==> src/rtl/spfa_pkg.sv <==
// Shared types and constants for the single-precision float adder.
`default_nettype none
package spfa_pkg;

    localparam int unsigned GuardBits = 30;
    localparam int unsigned TopBit    = 23 + GuardBits;
    localparam logic [22:0] FracMask  = 23'h7FFFFF;
    localparam logic [7:0]  ExpMax    = 8'hFF;

    typedef struct packed {
        logic [31:0] a_bits;
        logic [31:0] b_bits;
    } spfa_in_t;

    typedef struct packed {
        logic [31:0] sum_bits;
        logic        overflow;
        logic        underflow;
    } spfa_out_t;

    // Classified operand pair handed from the front part to the back part.
    typedef struct packed {
        logic        special;
        logic [31:0] special_bits;
        logic        sign;
        logic        sub;
        logic [7:0]  exp_big;
        logic [23:0] man_big;
        logic [23:0] man_small;
        logic        small_zero;
        logic [7:0]  exp_diff;
    } spfa_cls_t;

endpackage
`default_nettype wire

==> src/rtl/single_precision_float_adder.sv <==
// Single-precision float adder, truncating toward zero.
// Use: present an operand pair on in_data with in_valid; a transfer happens
// when in_valid and in_ready are both high at a rising edge of clk. Each
// operand pair gives exactly one result on out_data (sum_bits, overflow,
// underflow), transferred when out_valid and out_ready are both high.
// Throughput is one operand pair per cycle while out_ready is high. The path
// has four register stages: the front register, the two-entry queue, the
// aligned-sum stage and the result register. The front register loads at the
// input transfer edge; the pair then passes through the queue, the aligned-sum
// stage and the result register, which drives out_valid. The aligned add and
// the leading-one search each take one stage of the back part.
// Zero-exponent operands count as zero; exponent overflow gives infinity with
// the overflow flag, underflow gives signed zero with the underflow flag.
// rst_n is asynchronous and active low and empties every stage and the queue.
// When the receiver holds out_ready low, results stay in the back part and
// queue; the front accepts until the queue and its register are full, then
// in_ready falls. No result is lost or repeated under any stall pattern.
`default_nettype none
module single_precision_float_adder (
    input  wire logic                clk,
    input  wire logic                rst_n,
    input  wire logic                in_valid,
    output logic                     in_ready,
    input  wire spfa_pkg::spfa_in_t  in_data,
    output logic                     out_valid,
    input  wire logic                out_ready,
    output spfa_pkg::spfa_out_t      out_data
);
    import spfa_pkg::*;

    logic      f_valid;
    logic      f_ready;
    spfa_cls_t f_data;
    logic      q_valid;
    logic      q_ready;
    spfa_cls_t q_data;

    spfa_front u_front (
        .clk       (clk),
        .rst_n     (rst_n),
        .in_valid  (in_valid),
        .in_ready  (in_ready),
        .in_data   (in_data),
        .cls_valid (f_valid),
        .cls_ready (f_ready),
        .cls_data  (f_data)
    );

    spfa_queue u_queue (
        .clk      (clk),
        .rst_n    (rst_n),
        .wr_valid (f_valid),
        .wr_ready (f_ready),
        .wr_data  (f_data),
        .rd_valid (q_valid),
        .rd_ready (q_ready),
        .rd_data  (q_data)
    );

    spfa_back u_back (
        .clk       (clk),
        .rst_n     (rst_n),
        .cls_valid (q_valid),
        .cls_ready (q_ready),
        .cls_data  (q_data),
        .out_valid (out_valid),
        .out_ready (out_ready),
        .out_data  (out_data)
    );

endmodule
`default_nettype wire

==> src/rtl/spfa_front.sv <==
// Front part: unpacks, orders by magnitude and detects zero cases.
`default_nettype none
module spfa_front (
    input  wire logic               clk,
    input  wire logic               rst_n,
    input  wire logic               in_valid,
    output logic                    in_ready,
    input  wire spfa_pkg::spfa_in_t in_data,
    output logic                    cls_valid,
    input  wire logic               cls_ready,
    output spfa_pkg::spfa_cls_t     cls_data
);
    import spfa_pkg::*;

    logic        valid_reg;
    logic        valid_next;
    spfa_cls_t   data_reg;
    spfa_cls_t   data_next;
    logic [30:0] ka;
    logic [30:0] kb;
    logic [30:0] big;
    logic [30:0] small_key;
    logic        sa;
    logic        sb;
    logic        sbig;
    logic        ssmall;

    // Magnitude keys: zero exponent counts as zero.
    always_comb
    begin
        ka = (in_data.a_bits[30:23] == 8'd0) ? 31'd0 : in_data.a_bits[30:0];
        kb = (in_data.b_bits[30:23] == 8'd0) ? 31'd0 : in_data.b_bits[30:0];
        sa = in_data.a_bits[31];
        sb = in_data.b_bits[31];
        if (ka >= kb)
        begin
            big = ka; small_key = kb; sbig = sa; ssmall = sb;
        end
        else
        begin
            big = kb; small_key = ka; sbig = sb; ssmall = sa;
        end
    end

    // Classification of the operand pair.
    always_comb
    begin
        data_next.special      = 1'b0;
        data_next.special_bits = 32'd0;
        if (big == 31'd0)
        begin
            data_next.special      = 1'b1;
            data_next.special_bits = {sa & sb, 31'd0};
        end
        else if (big == small_key && sbig != ssmall)
        begin
            data_next.special = 1'b1;
        end
        data_next.sign       = sbig;
        data_next.sub        = sbig ^ ssmall;
        data_next.exp_big    = big[30:23];
        data_next.man_big    = {1'b1, big[22:0]};
        data_next.man_small  = {1'b1, small_key[22:0]};
        data_next.small_zero = (small_key == 31'd0);
        data_next.exp_diff   = big[30:23] - small_key[30:23];
    end

    assign in_ready  = !valid_reg || cls_ready;
    assign valid_next = in_valid ? 1'b1 : (valid_reg && !cls_ready);

    // Output register of the front part.
    always_ff @(posedge clk or negedge rst_n)
    begin
        if (!rst_n)
        begin
            valid_reg <= 1'b0;
        end
        else if (in_ready)
        begin
            valid_reg <= valid_next;
        end
    end

    always_ff @(posedge clk)
    begin
        if (in_ready && in_valid)
        begin
            data_reg <= data_next;
        end
    end

    assign cls_valid = valid_reg;
    assign cls_data  = data_reg;

endmodule
`default_nettype wire

==> src/rtl/spfa_queue.sv <==
// Two-entry queue between the front and back parts.
`default_nettype none
module spfa_queue (
    input  wire logic                clk,
    input  wire logic                rst_n,
    input  wire logic                wr_valid,
    output logic                     wr_ready,
    input  wire spfa_pkg::spfa_cls_t wr_data,
    output logic                     rd_valid,
    input  wire logic                rd_ready,
    output spfa_pkg::spfa_cls_t      rd_data
);
    import spfa_pkg::*;

    spfa_cls_t   mem_reg [2];
    logic        wptr_reg;
    logic        rptr_reg;
    logic [1:0]  count_reg;
    logic [1:0]  count_next;
    logic        wr_fire;
    logic        rd_fire;

    assign wr_ready = (count_reg != 2'd2);
    assign rd_valid = (count_reg != 2'd0);
    assign wr_fire  = wr_valid && wr_ready;
    assign rd_fire  = rd_valid && rd_ready;
    assign rd_data  = mem_reg[rptr_reg];
    assign count_next = count_reg + {1'b0, wr_fire} - {1'b0, rd_fire};

    // Storage is written at the write pointer.
    always_ff @(posedge clk)
    begin
        if (wr_fire)
        begin
            mem_reg[wptr_reg] <= wr_data;
        end
    end

    // Pointers and fill count.
    always_ff @(posedge clk or negedge rst_n)
    begin
        if (!rst_n)
        begin
            wptr_reg  <= 1'b0;
            rptr_reg  <= 1'b0;
            count_reg <= 2'd0;
        end
        else
        begin
            if (wr_fire)
            begin
                wptr_reg <= !wptr_reg;
            end
            if (rd_fire)
            begin
                rptr_reg <= !rptr_reg;
            end
            count_reg <= count_next;
        end
    end

    property p_no_over;
        @(posedge clk) disable iff (!rst_n) count_reg == 2'd2 |-> !wr_ready;
    endproperty
    a_no_over: assert property (p_no_over) else $error("queue over-filled");

    property p_count_max;
        @(posedge clk) disable iff (!rst_n) count_reg != 2'd3;
    endproperty
    a_count_max: assert property (p_count_max) else $error("queue count invalid");

    property p_ptr_gap;
        @(posedge clk) disable iff (!rst_n)
            (count_reg == 2'd0 || count_reg == 2'd2) |-> (wptr_reg == rptr_reg);
    endproperty
    a_ptr_gap: assert property (p_ptr_gap) else $error("queue pointers inconsistent");

endmodule
`default_nettype wire

==> src/rtl/spfa_back.sv <==
// Back part: align, add or subtract, normalise and pack, in two stages.
`default_nettype none
module spfa_back (
    input  wire logic                clk,
    input  wire logic                rst_n,
    input  wire logic                cls_valid,
    output logic                     cls_ready,
    input  wire spfa_pkg::spfa_cls_t cls_data,
    output logic                     out_valid,
    input  wire logic                out_ready,
    output spfa_pkg::spfa_out_t      out_data
);
    import spfa_pkg::*;

    // Stage one: aligned sum.
    logic        s1_valid_reg;
    logic        s1_ready;
    logic        s1_special_reg;
    logic [31:0] s1_special_bits_reg;
    logic        s1_sign_reg;
    logic [7:0]  s1_exp_reg;
    logic [54:0] s1_sum_reg;
    logic [54:0] sum_next;
    logic [53:0] vbig;
    logic [53:0] vsmall;
    logic [53:0] vfull;
    logic [53:0] shifted;
    logic [53:0] lost_mask;
    logic        sticky;

    // Stage two: result register.
    logic        s2_valid_reg;
    spfa_out_t   s2_data_reg;
    spfa_out_t   s2_data_next;
    logic        s2_ready;

    logic [5:0]  lz;
    logic        found;
    logic [54:0] norm;
    logic signed [9:0] e_res;

    assign s2_ready  = !s2_valid_reg || out_ready;
    assign s1_ready  = !s1_valid_reg || s2_ready;
    assign cls_ready = s1_ready;

    // Alignment with sticky bit, then the magnitude add or subtract.
    always_comb
    begin
        vbig  = {cls_data.man_big, 30'd0};
        vfull = {cls_data.man_small, 30'd0};
        if (cls_data.exp_diff >= 8'd54)
        begin
            shifted   = 54'd0;
            lost_mask = {54{1'b1}};
        end
        else
        begin
            shifted   = vfull >> cls_data.exp_diff[5:0];
            lost_mask = ~({54{1'b1}} << cls_data.exp_diff[5:0]);
        end
        sticky = |(vfull & lost_mask);
        vsmall = cls_data.small_zero ? 54'd0 : (shifted | {53'd0, sticky});
        if (cls_data.sub)
        begin
            sum_next = {1'b0, vbig} - {1'b0, vsmall};
        end
        else
        begin
            sum_next = {1'b0, vbig} + {1'b0, vsmall};
        end
    end

    always_ff @(posedge clk or negedge rst_n)
    begin
        if (!rst_n)
        begin
            s1_valid_reg <= 1'b0;
        end
        else if (s1_ready)
        begin
            s1_valid_reg <= cls_valid;
        end
    end

    always_ff @(posedge clk)
    begin
        if (s1_ready && cls_valid)
        begin
            s1_special_reg      <= cls_data.special;
            s1_special_bits_reg <= cls_data.special_bits;
            s1_sign_reg         <= cls_data.sign;
            s1_exp_reg          <= cls_data.exp_big;
            s1_sum_reg          <= sum_next;
        end
    end

    // Leading-one position, counted from bit 54 downwards.
    always_comb
    begin
        lz    = 6'd0;
        found = 1'b0;
        for (int i = 54; i >= 0; i--)
        begin
            if (!found && s1_sum_reg[i])
            begin
                found = 1'b1;
                lz    = 6'(54 - i);
            end
        end
    end

    // Normalisation and packing.
    always_comb
    begin
        if (lz == 6'd0)
        begin
            norm = s1_sum_reg >> 1;
        end
        else
        begin
            norm = s1_sum_reg << (lz - 6'd1);
        end
        e_res = $signed({2'b00, s1_exp_reg}) + 10'sd1 - $signed({4'd0, lz});
        s2_data_next.overflow  = 1'b0;
        s2_data_next.underflow = 1'b0;
        if (s1_special_reg)
        begin
            s2_data_next.sum_bits = s1_special_bits_reg;
        end
        else if (e_res >= 10'sd255)
        begin
            s2_data_next.sum_bits = {s1_sign_reg, ExpMax, 23'd0};
            s2_data_next.overflow = 1'b1;
        end
        else if (e_res <= 10'sd0)
        begin
            s2_data_next.sum_bits  = {s1_sign_reg, 31'd0};
            s2_data_next.underflow = 1'b1;
        end
        else
        begin
            s2_data_next.sum_bits = {s1_sign_reg, e_res[7:0],
                                     norm[52:30] & FracMask};
        end
    end

    always_ff @(posedge clk or negedge rst_n)
    begin
        if (!rst_n)
        begin
            s2_valid_reg <= 1'b0;
        end
        else if (s2_ready)
        begin
            s2_valid_reg <= s1_valid_reg;
        end
    end

    always_ff @(posedge clk)
    begin
        if (s2_ready && s1_valid_reg)
        begin
            s2_data_reg <= s2_data_next;
        end
    end

    assign out_valid = s2_valid_reg;
    assign out_data  = s2_data_reg;

    property p_flags_excl;
        @(posedge clk) disable iff (!rst_n)
            out_valid |-> !(out_data.overflow && out_data.underflow);
    endproperty
    a_flags_excl: assert property (p_flags_excl) else $error("both flags set");

    property p_ovf_pattern;
        @(posedge clk) disable iff (!rst_n)
            (out_valid && out_data.overflow) |-> (out_data.sum_bits[30:0] == {ExpMax, 23'd0});
    endproperty
    a_ovf_pattern: assert property (p_ovf_pattern) else $error("bad overflow pattern");

    property p_hold;
        @(posedge clk) disable iff (!rst_n)
            (out_valid && !out_ready) |=> out_valid;
    endproperty
    a_hold: assert property (p_hold) else $error("result dropped while stalled");

endmodule
`default_nettype wire

==> config.mk <==
export PLATFORM = sky130hd
export DESIGN_NAME = single_precision_float_adder
export DESIGN_NICKNAME = d
export VERILOG_FILES = /design/src/rtl/spfa_pkg.sv /design/src/rtl/single_precision_float_adder.sv /design/src/rtl/spfa_front.sv /design/src/rtl/spfa_queue.sv /design/src/rtl/spfa_back.sv
export SDC_FILE = /design/constraint.sdc
export NUM_CORES = 1
export LEC_CHECK = 0
export BUFFER_PORTS_ARGS = -buffer_cell sky130_fd_sc_hd__buf_2
export CAP_MARGIN = 20
export CORE_MARGIN = 1
export CORE_UTILIZATION = 55
export DETAILED_ROUTE_END_ITERATION = 10
export MAX_ROUTING_LAYER = met4
export PLACE_DENSITY = 0.72
export SETUP_SLACK_MARGIN = 0.1
export SYNTH_ARGS = -nofsm -noshare
export SYNTH_HDL_FRONTEND = slang
export SYNTH_SLANG_ARGS = --single-unit
==> constraint.sdc <==
create_clock -name clk -period 17.3 [get_ports clk]
set_input_delay 0.865 -clock clk [delete_from_list [all_inputs] [get_ports clk]]
set_output_delay 0.865 -clock clk [all_outputs]
set_load 0.02 [all_outputs]
# [After elaboration in Yosys (flattened, before gate mapping)]
# Memories as Yosys holds them, arrays and structs flattened.
# Index checks and enable logic that the tools add are counted.
[totals] in_bits=68 reg_bits=236 out_inout_bits=36 mem_bits_rw=196 word_cells=307 mem_count=1
[memory_table] name="u_queue.mem_reg" words=2 width=98 rd=1 rd_ports_with_merged_regs=0 write_ports=1 line_no="spfa_queue.sv:15" text="spfa_cls_t mem_reg [2];"
[op_classes] n_bitwise=5 order_cmp=4 n_eq_ne=3 n_addsub=8 muxes=128 reduce_logical=131 shift=3
[op_table] cell="$mux W31" count=6
[op_table] cell="$mux W54" count=3
[op_table] cell="$mux W6" count=23
[op_table] cell="$mux W5" count=16
[op_table] cell="$mux W1" count=63
[op_table] cell="$logic_not A31 Y1" count=2
[op_table] cell="$logic_and A1 B1 Y1" count=60
[op_table] cell="$logic_not A1 Y1" count=60
[op_table] cell="$add A54 B54 Y55" count=1
[op_table] cell="$mux W55" count=1
[op_table] cell="$shl A55 B6 Y53" count=1
[op_table] cell="$sub A54 B54 Y55" count=1
[op_table] cell="$and A54 B54 Y54" count=1
[op_table] cell="$not A54 Y54" count=1
[op_table] cell="$or A54 B1 Y54" count=1
[op_table] cell="$reduce_or A54 Y1" count=1
[op_table] cell="$shl A54 B6 Y54 const A" count=1
[op_table] cell="$shr A54 B6 Y54" count=1
[op_table] cell="$mux W53" count=1
[op_table] cell="$mux W32" count=1
[op_table] cell="$mux W4" count=8
[op_table] cell="$eq A31 B31 Y1" count=1
[op_table] cell="$ge A31 B31 Y1" count=1
[op_table] cell="$logic_not A8 Y1" count=2
[op_table] cell="other kinds (19)" count=25

# [Longest topological paths before layout]
[depth] word_depth=169 ltp_mapped=29 ltp_nobuf=25

# [By module]
# A second synthesis with hierarchy kept.
[unflattened] cells_unflattened=2419 area_unflattened_um2=27151.0
[by_module_without_submodules] mod="spfa_back" n_inst=1 seq_area_each_um2=3983.8 cells_per_inst=1642 area_each_um2=15168.3
[by_module_without_submodules] mod="spfa_queue" n_inst=1 seq_area_each_um2=6105.9 cells_per_inst=333 area_each_um2=7468.4
[by_module_without_submodules] mod="spfa_front" n_inst=1 seq_area_each_um2=2037.0 cells_per_inst=444 area_each_um2=4514.3

# [Worst setup path before layout]
# OpenSTA, ideal clock, no wires.
[synth_path] path_type="register to register" from="register u_back.s1_sum_reg[42]" to="register u_back.s2_data_reg (netlist bit u_back.out_data[19]), data pin" setup_ns=0.266 t_required_ns=17.034 path_stages_with_launch=24 period_less_slack_ns=5.553 n_path_buf=7 arrival_time_ns=5.287 path_slack_ns=11.747 path_cell_list="edfxtp_1 or4_1 nor4_2 and3_1 buf_2 nand3_1 o32a_1 nand4b_2 inv_2 buf_4 buf_6 buf_4 ha_1 clkbuf_1 clkinv_1 clkbuf_1 buf_1 mux2i_1 mux2i_1 mux2i_1 a21oi_1 nor2_1 a211oi_1 nor2_1"
[synth_via] elab_chain_len=134 word_cells_on_any_way=180 classes_between="add/sub (2); order compare (2); shift (1); mux (89); reduce/logical (86)"
[synth_lines] item="start, declared" line_no="spfa_back.sv:22" text="logic [54:0] s1_sum_reg;"
[synth_lines] item="start signal, assigned" line_no="spfa_back.sv:93" text="s1_sum_reg <= sum_next;"
[synth_lines] item="$logic_and A1 B1 Y1" line_no="spfa_back.sv:104" text="if (!found && s1_sum_reg[i])"
[synth_lines] item="$mux W1" line_no="spfa_back.sv:104"
[synth_lines] item="$logic_not A1 Y1" line_no="spfa_back.sv:104"
[synth_lines] item="$logic_and A1 B1 Y1" line_no="spfa_back.sv:104"
[synth_lines] item="$mux W1" line_no="spfa_back.sv:104"
[synth_lines] item="$logic_not A1 Y1" line_no="spfa_back.sv:104"
[synth_lines] item="$logic_and A1 B1 Y1" line_no="spfa_back.sv:104"
[synth_lines] item="$mux W1" line_no="spfa_back.sv:104"
[synth_lines] item="[118 not listed]"
[synth_lines] item="$logic_and A1 B1 Y1" line_no="spfa_back.sv:104"
[synth_lines] item="$mux W6" line_no="spfa_back.sv:104"
[synth_lines] item="$sub A6 B1 Y6" line_no="spfa_back.sv:121" text="norm = s1_sum_reg << (lz - 6'd1);"
[synth_lines] item="$shl A55 B6 Y53" line_no="spfa_back.sv:121"
[synth_lines] item="$mux W53" line_no="spfa_back.sv:115" text="if (lz == 6'd0)"
[synth_lines] item="$mux W31" line_no="spfa_back.sv:135" text="else if (e_res <= 10'sd0)"
[synth_lines] item="$mux W31 *" line_no="spfa_back.sv:130" text="else if (e_res >= 10'sd255)"
[synth_lines] item="$mux W32 *" line_no="spfa_back.sv:126" text="if (s1_special_reg)"
[synth_lines] item="end signal, assigned" line_no="spfa_back.sv:163" text="s2_data_reg <= s2_data_next;"
[synth_lines] item="end, declared" line_no="spfa_back.sv:33" text="spfa_out_t s2_data_reg;"
# Mark *: on every way between the ends. The rest lies on a longest branch, timed or not.
# A chain may end at the register's enable or synchronous reset.

# [Worst setup path after layout]
[layout_path] from="register u_queue.rptr_reg" to="register u_back.s1_sum_reg[54], data pin"
[layout_via] elab_chain_len=10 word_cells_on_any_way=14 classes_between="add/sub (2); order compare (1); shift (2); mux (4); bitwise (3); reduce/logical (1); memory (1)"
[layout_lines] item="start, declared" line_no="spfa_queue.sv:17" text="logic rptr_reg;"
[layout_lines] item="start signal, assigned" line_no="spfa_queue.sv:56" text="rptr_reg <= !rptr_reg;"
[layout_lines] item="$mem_v2 Z2 W98 *"
[layout_lines] item="$shl A54 B6 Y54" line_no="spfa_back.sv:59" text="lost_mask = ~({54{1'b1}} << cls_data.exp_diff[5:0]);"
[layout_lines] item="$not A54 Y54" line_no="spfa_back.sv:59"
[layout_lines] item="$mux W54" line_no="spfa_back.sv:51" text="if (cls_data.exp_diff >= 8'd54)"
[layout_lines] item="$and A54 B54 Y54" line_no="spfa_back.sv:61" text="sticky = |(vfull & lost_mask);"
[layout_lines] item="$reduce_or A54 Y1" line_no="spfa_back.sv:61"
[layout_lines] item="$or A54 B1 Y54" line_no="spfa_back.sv:62" text="vsmall = cls_data.small_zero ? 54'd0 : (shifted | {53'd0, sticky});"
[layout_lines] item="$mux W54" line_no="spfa_back.sv:62"
[layout_lines] item="$add A54 B54 Y55 or $sub A54 B54 Y55 (tied branches)" line_no="spfa_back.sv:69, spfa_back.sv:65"
[layout_lines] item="$mux W55 *" line_no="spfa_back.sv:63" text="if (cls_data.sub)"
[layout_lines] item="net u_back.sum_next[54]" line_no="spfa_back.sv:23" text="logic [54:0] sum_next;"
# Mark *: on every way through the listed nets, which the timed path passes. The rest lies on a longest branch.

==> results by stage <==
Run status:
- The flow ran to the end, and the final reports show no timing, DRC or antenna violations.

Route:
- The total number of vias is 19354.
- After detailed routing, the average wire length per cell comes to 25.1 um.
- The count of nets left with antenna violations once routing finished came out at 0.
- The number of vias per cell after detailed routing is 6.68.
- Wires add up to 72.6 mm.
- The first-pass detailed-route iteration total is 6.
- The number of DRC violations after detailed routing is 0.
- The initial DRC count is 2037.

Synthesis:
- The netlist uses 116 different library cells.
- The dominant cell by count in the synthesized netlist is edfxtp_1.
- Yosys attributes the largest share of cell area to edfxtp_1, mux2i_1, ha_1.
- The number of enable flip-flop cells after synthesis is 301.
- In the synthesized netlist, the number of instances is 2296.
- In this run, synthesis produced a sequential element count of 308.
- After synthesis, the most frequently instantiated cells are edfxtp_1, nand2_1, mux2i_1, nor2_1, a21oi_1.
- The area share of the leading cell type in the synthesized netlist is 39.0%.
- Sequential elements use 39.8% of the synthesized area.
- A synthesized cell averages 10.1 sq um.
- The dominant cell type by area after synthesis is edfxtp_1.
- The synthesized netlist net count is 2456.
- The synthesis warning total is 0.
- The summed instance area of the synthesized netlist is 23100 sq um.
- The most used flip-flop cell after synthesis is edfxtp_1.
- In the synthesized netlist the async set-or-reset flop fraction comes to 2.27%.

Flow run:
- The max-capacitance violation count is 0.

Critical path:
- The critical path data arrival time is 7.78 ns.
- The length in cells of the worst reg-to-reg path is 21.
- The kind of start point of the critical path is a flop.
- The worst register-to-register path ends at u_back.s1_sum_reg[54].
- The endpoint type of the worst setup path is a flop.
- The largest driver fanout on the critical path is 60.
- The worst setup slack for register-to-register paths is 9.79 ns.
- The reg-to-reg critical path startpoint is u_queue.rptr_reg.
- STA puts the critical path data required time at 17.57 ns.
- The critical path in this run is classified as flop to flop.

Global route:
- The largest net degree at the start of global routing is 69.
- The overall global routing resource usage is 34.5%.
- The first global-routing pass estimated 111 mm of wire.
- The via count of the first global-routing pass is 18556.
- The total overflow left after global routing is 0.
- The initial antenna violation count is 0.

Die:
- The area of the placeable core is 41200 sq um.
- In this run the count of I/O pins placed on the die edge is 104.
- The die covers 42900 sq um.
- Measured along the x axis, the die boundary spans 207 um.
- The effective utilization at floorplan is 56.2%.
- The row count is 74.
- The die span in y is 207 um.

Place:
- The congestion estimate from routability-driven global placement came to 1.05.
- Prior to clock tree synthesis, the placed netlist has a worst setup slack of 9.94 ns.
- The final HPWL from detailed placement is 56.1 mm.
- The number of input and output port buffers inserted is 103.

STA:
- The final max-slew violation count is 0.
- For the pin with the worst max-slew slack, the measured transition is 1.15 ns.
- Timing would allow up to 133 MHz.
- The worst slew margin relative to its limit is 22.7%.
- The summed negative setup slack over all endpoints is 0 ns.
- Between clock sinks in the finished design, the worst skew comes to 0.0209 ns.
- The number of hold violations in the final report was 0.
- The worst setup margin is 9.79 ns.
- The share of the clock period used by the worst path is 43.4%.
- Setup repair after global routing left no endpoint under its margin.
- The shortest clock period the worst path allows after layout is 7.51 ns.
- The setup-violating endpoint count in the final report is 0.
- The tightest hold path in the finished design has a slack of 0.116 ns.

Clocking:
- After clock tree synthesis, the flow added hold-fix buffers numbering 0.
- The clock sink count is 308.
- After clock tree synthesis, the clock-pin slew on the worst setup and hold paths is 0.06 ns.
- CTS built an H-tree with a depth of 1.
- In this run the deepest clock path goes through 3 buffers.
- For the worst-skew pair, the clock arrives at the later sink with an insertion delay of 0.59 ns.
- The post-CTS setup buffer count is 0.
- CTS placed an instance of clkbuf_16 at the clock tree root.
- Buffers inserted during clock tree synthesis total 31.
- The TritonCTS clock tree is yes.
- After clock tree synthesis, the repair step resized 0 gates.

Finish:
- The register with the most flip-flops in the layout has 134 of them.
- The filler cell count is 3452.
- In the final layout, the multi-input gates occupy 12900 sq um.
- The area growth from synthesis to layout is 7.46%.
- The sequential cells in the finished layout cover a total of 9220 sq um.
- The final layout contains 2500 nets.
- The proportion of layout cells with a drive suffix above 1 is 14.7%.

Worst hold path:
- The worst hold path belongs to the class input pin to asynchronous set/reset pin.
## cells by family after synthesis
family	after synthesis	synth area share [%]
XOR/XNOR	81	3.10
adder cells (fa/ha/maj)	93	5.08
AO/OA/AOI/OAI	591	17.4
flip-flops	308	39.8
AND/OR/NAND/NOR	713	15.0
buffers and inverters	219	4.82
multiplexers	291	14.9
## layout make-up
type                            instances  area share (%)
Sequential cell                       308            37.1
Timing Repair Buffer                  133            3.03
Antenna cell                            1          0.0101
Tap cell                              532            2.68
Multi-Input combinational cell       1769            51.8
Inverter                               97            1.46
Clock inverter                         23           0.765
Clock buffer                           34            3.16
## metrics by stage
stage	instances	util, %	instance area [sq um]
6_report	2897	60.4	24900
2_1_floorplan	2296	-	23100
3_5_place_dp	2838	58.0	23900
3_3_place_gp	2838	58.0	23900
5_1_grt	2896	60.4	24900
4_1_cts	2895	60.3	24900
## placed cells by master, fill, tap and decap left out, drive strengths merged, types with 31 or more instances in the layout
cell type / count
nor4: 33
a211oi: 38
buf: 133
ha: 90
nor2: 155
nand2b: 31
mux2i: 197
xor2: 31
xnor2: 50
nand2: 254
nand3: 50
inv: 99
mux2: 68
nor2b: 33
clkbuf: 34
a21oi: 145
nor3: 44
edfxtp: 301
o21ai: 126
## worst max path at each step
stage	startpoint	to	slack, ns	cells past startpoint
4_1_cts	u_queue.rptr_reg	u_back.s1_sum_reg[54]	9.91	21
2_1_floorplan	u_back.s1_sum_reg[42]	u_back.out_data[19]	11.75	23
5_1_grt	u_queue.rptr_reg	u_back.s1_sum_reg[54]	9.37	21
3_3_place_gp	u_queue.rptr_reg	u_back.s1_sum_reg[54]	10.05	21
6_report	u_queue.rptr_reg	u_back.s1_sum_reg[54]	9.79	21
3_5_place_dp	u_queue.rptr_reg	u_back.s1_sum_reg[54]	9.94	21
## worst max-delay path, stage by stage, from the launching register on
cell and delay (ns):
dfrtp_4 0.96, buf_4 0.71, mux2i_1 0.51, mux2i_1 0.33
a22oi_1 0.32, a211oi_1 0.11, nor3_1 0.61, nand2b_1 0.22
ha_1 0.26, inv_1 0.11, a21oi_1 0.19, o21bai_1 0.11
a221oi_1 0.46, o211ai_1 0.20, a311o_1 0.39, a2111o_1 0.46
a311oi_1 0.48, nor2_1 0.08, nor2_1 0.10, o21bai_1 0.09
a221oi_1 0.26, o32ai_1 0.13
## routing by layer
layer	global-route usage, %	part of all wire, %	vias to the layer above
li1	-	-	8850
met1	42.9	40	9329
met2	57.3	48	967
met3	3.20	6.6	208
met4	15.6	5.1	0
met5	-	0	-
Power is not shown: default switching activity piles up to over one toggle a cycle in this logic, so the estimate is an artifact.
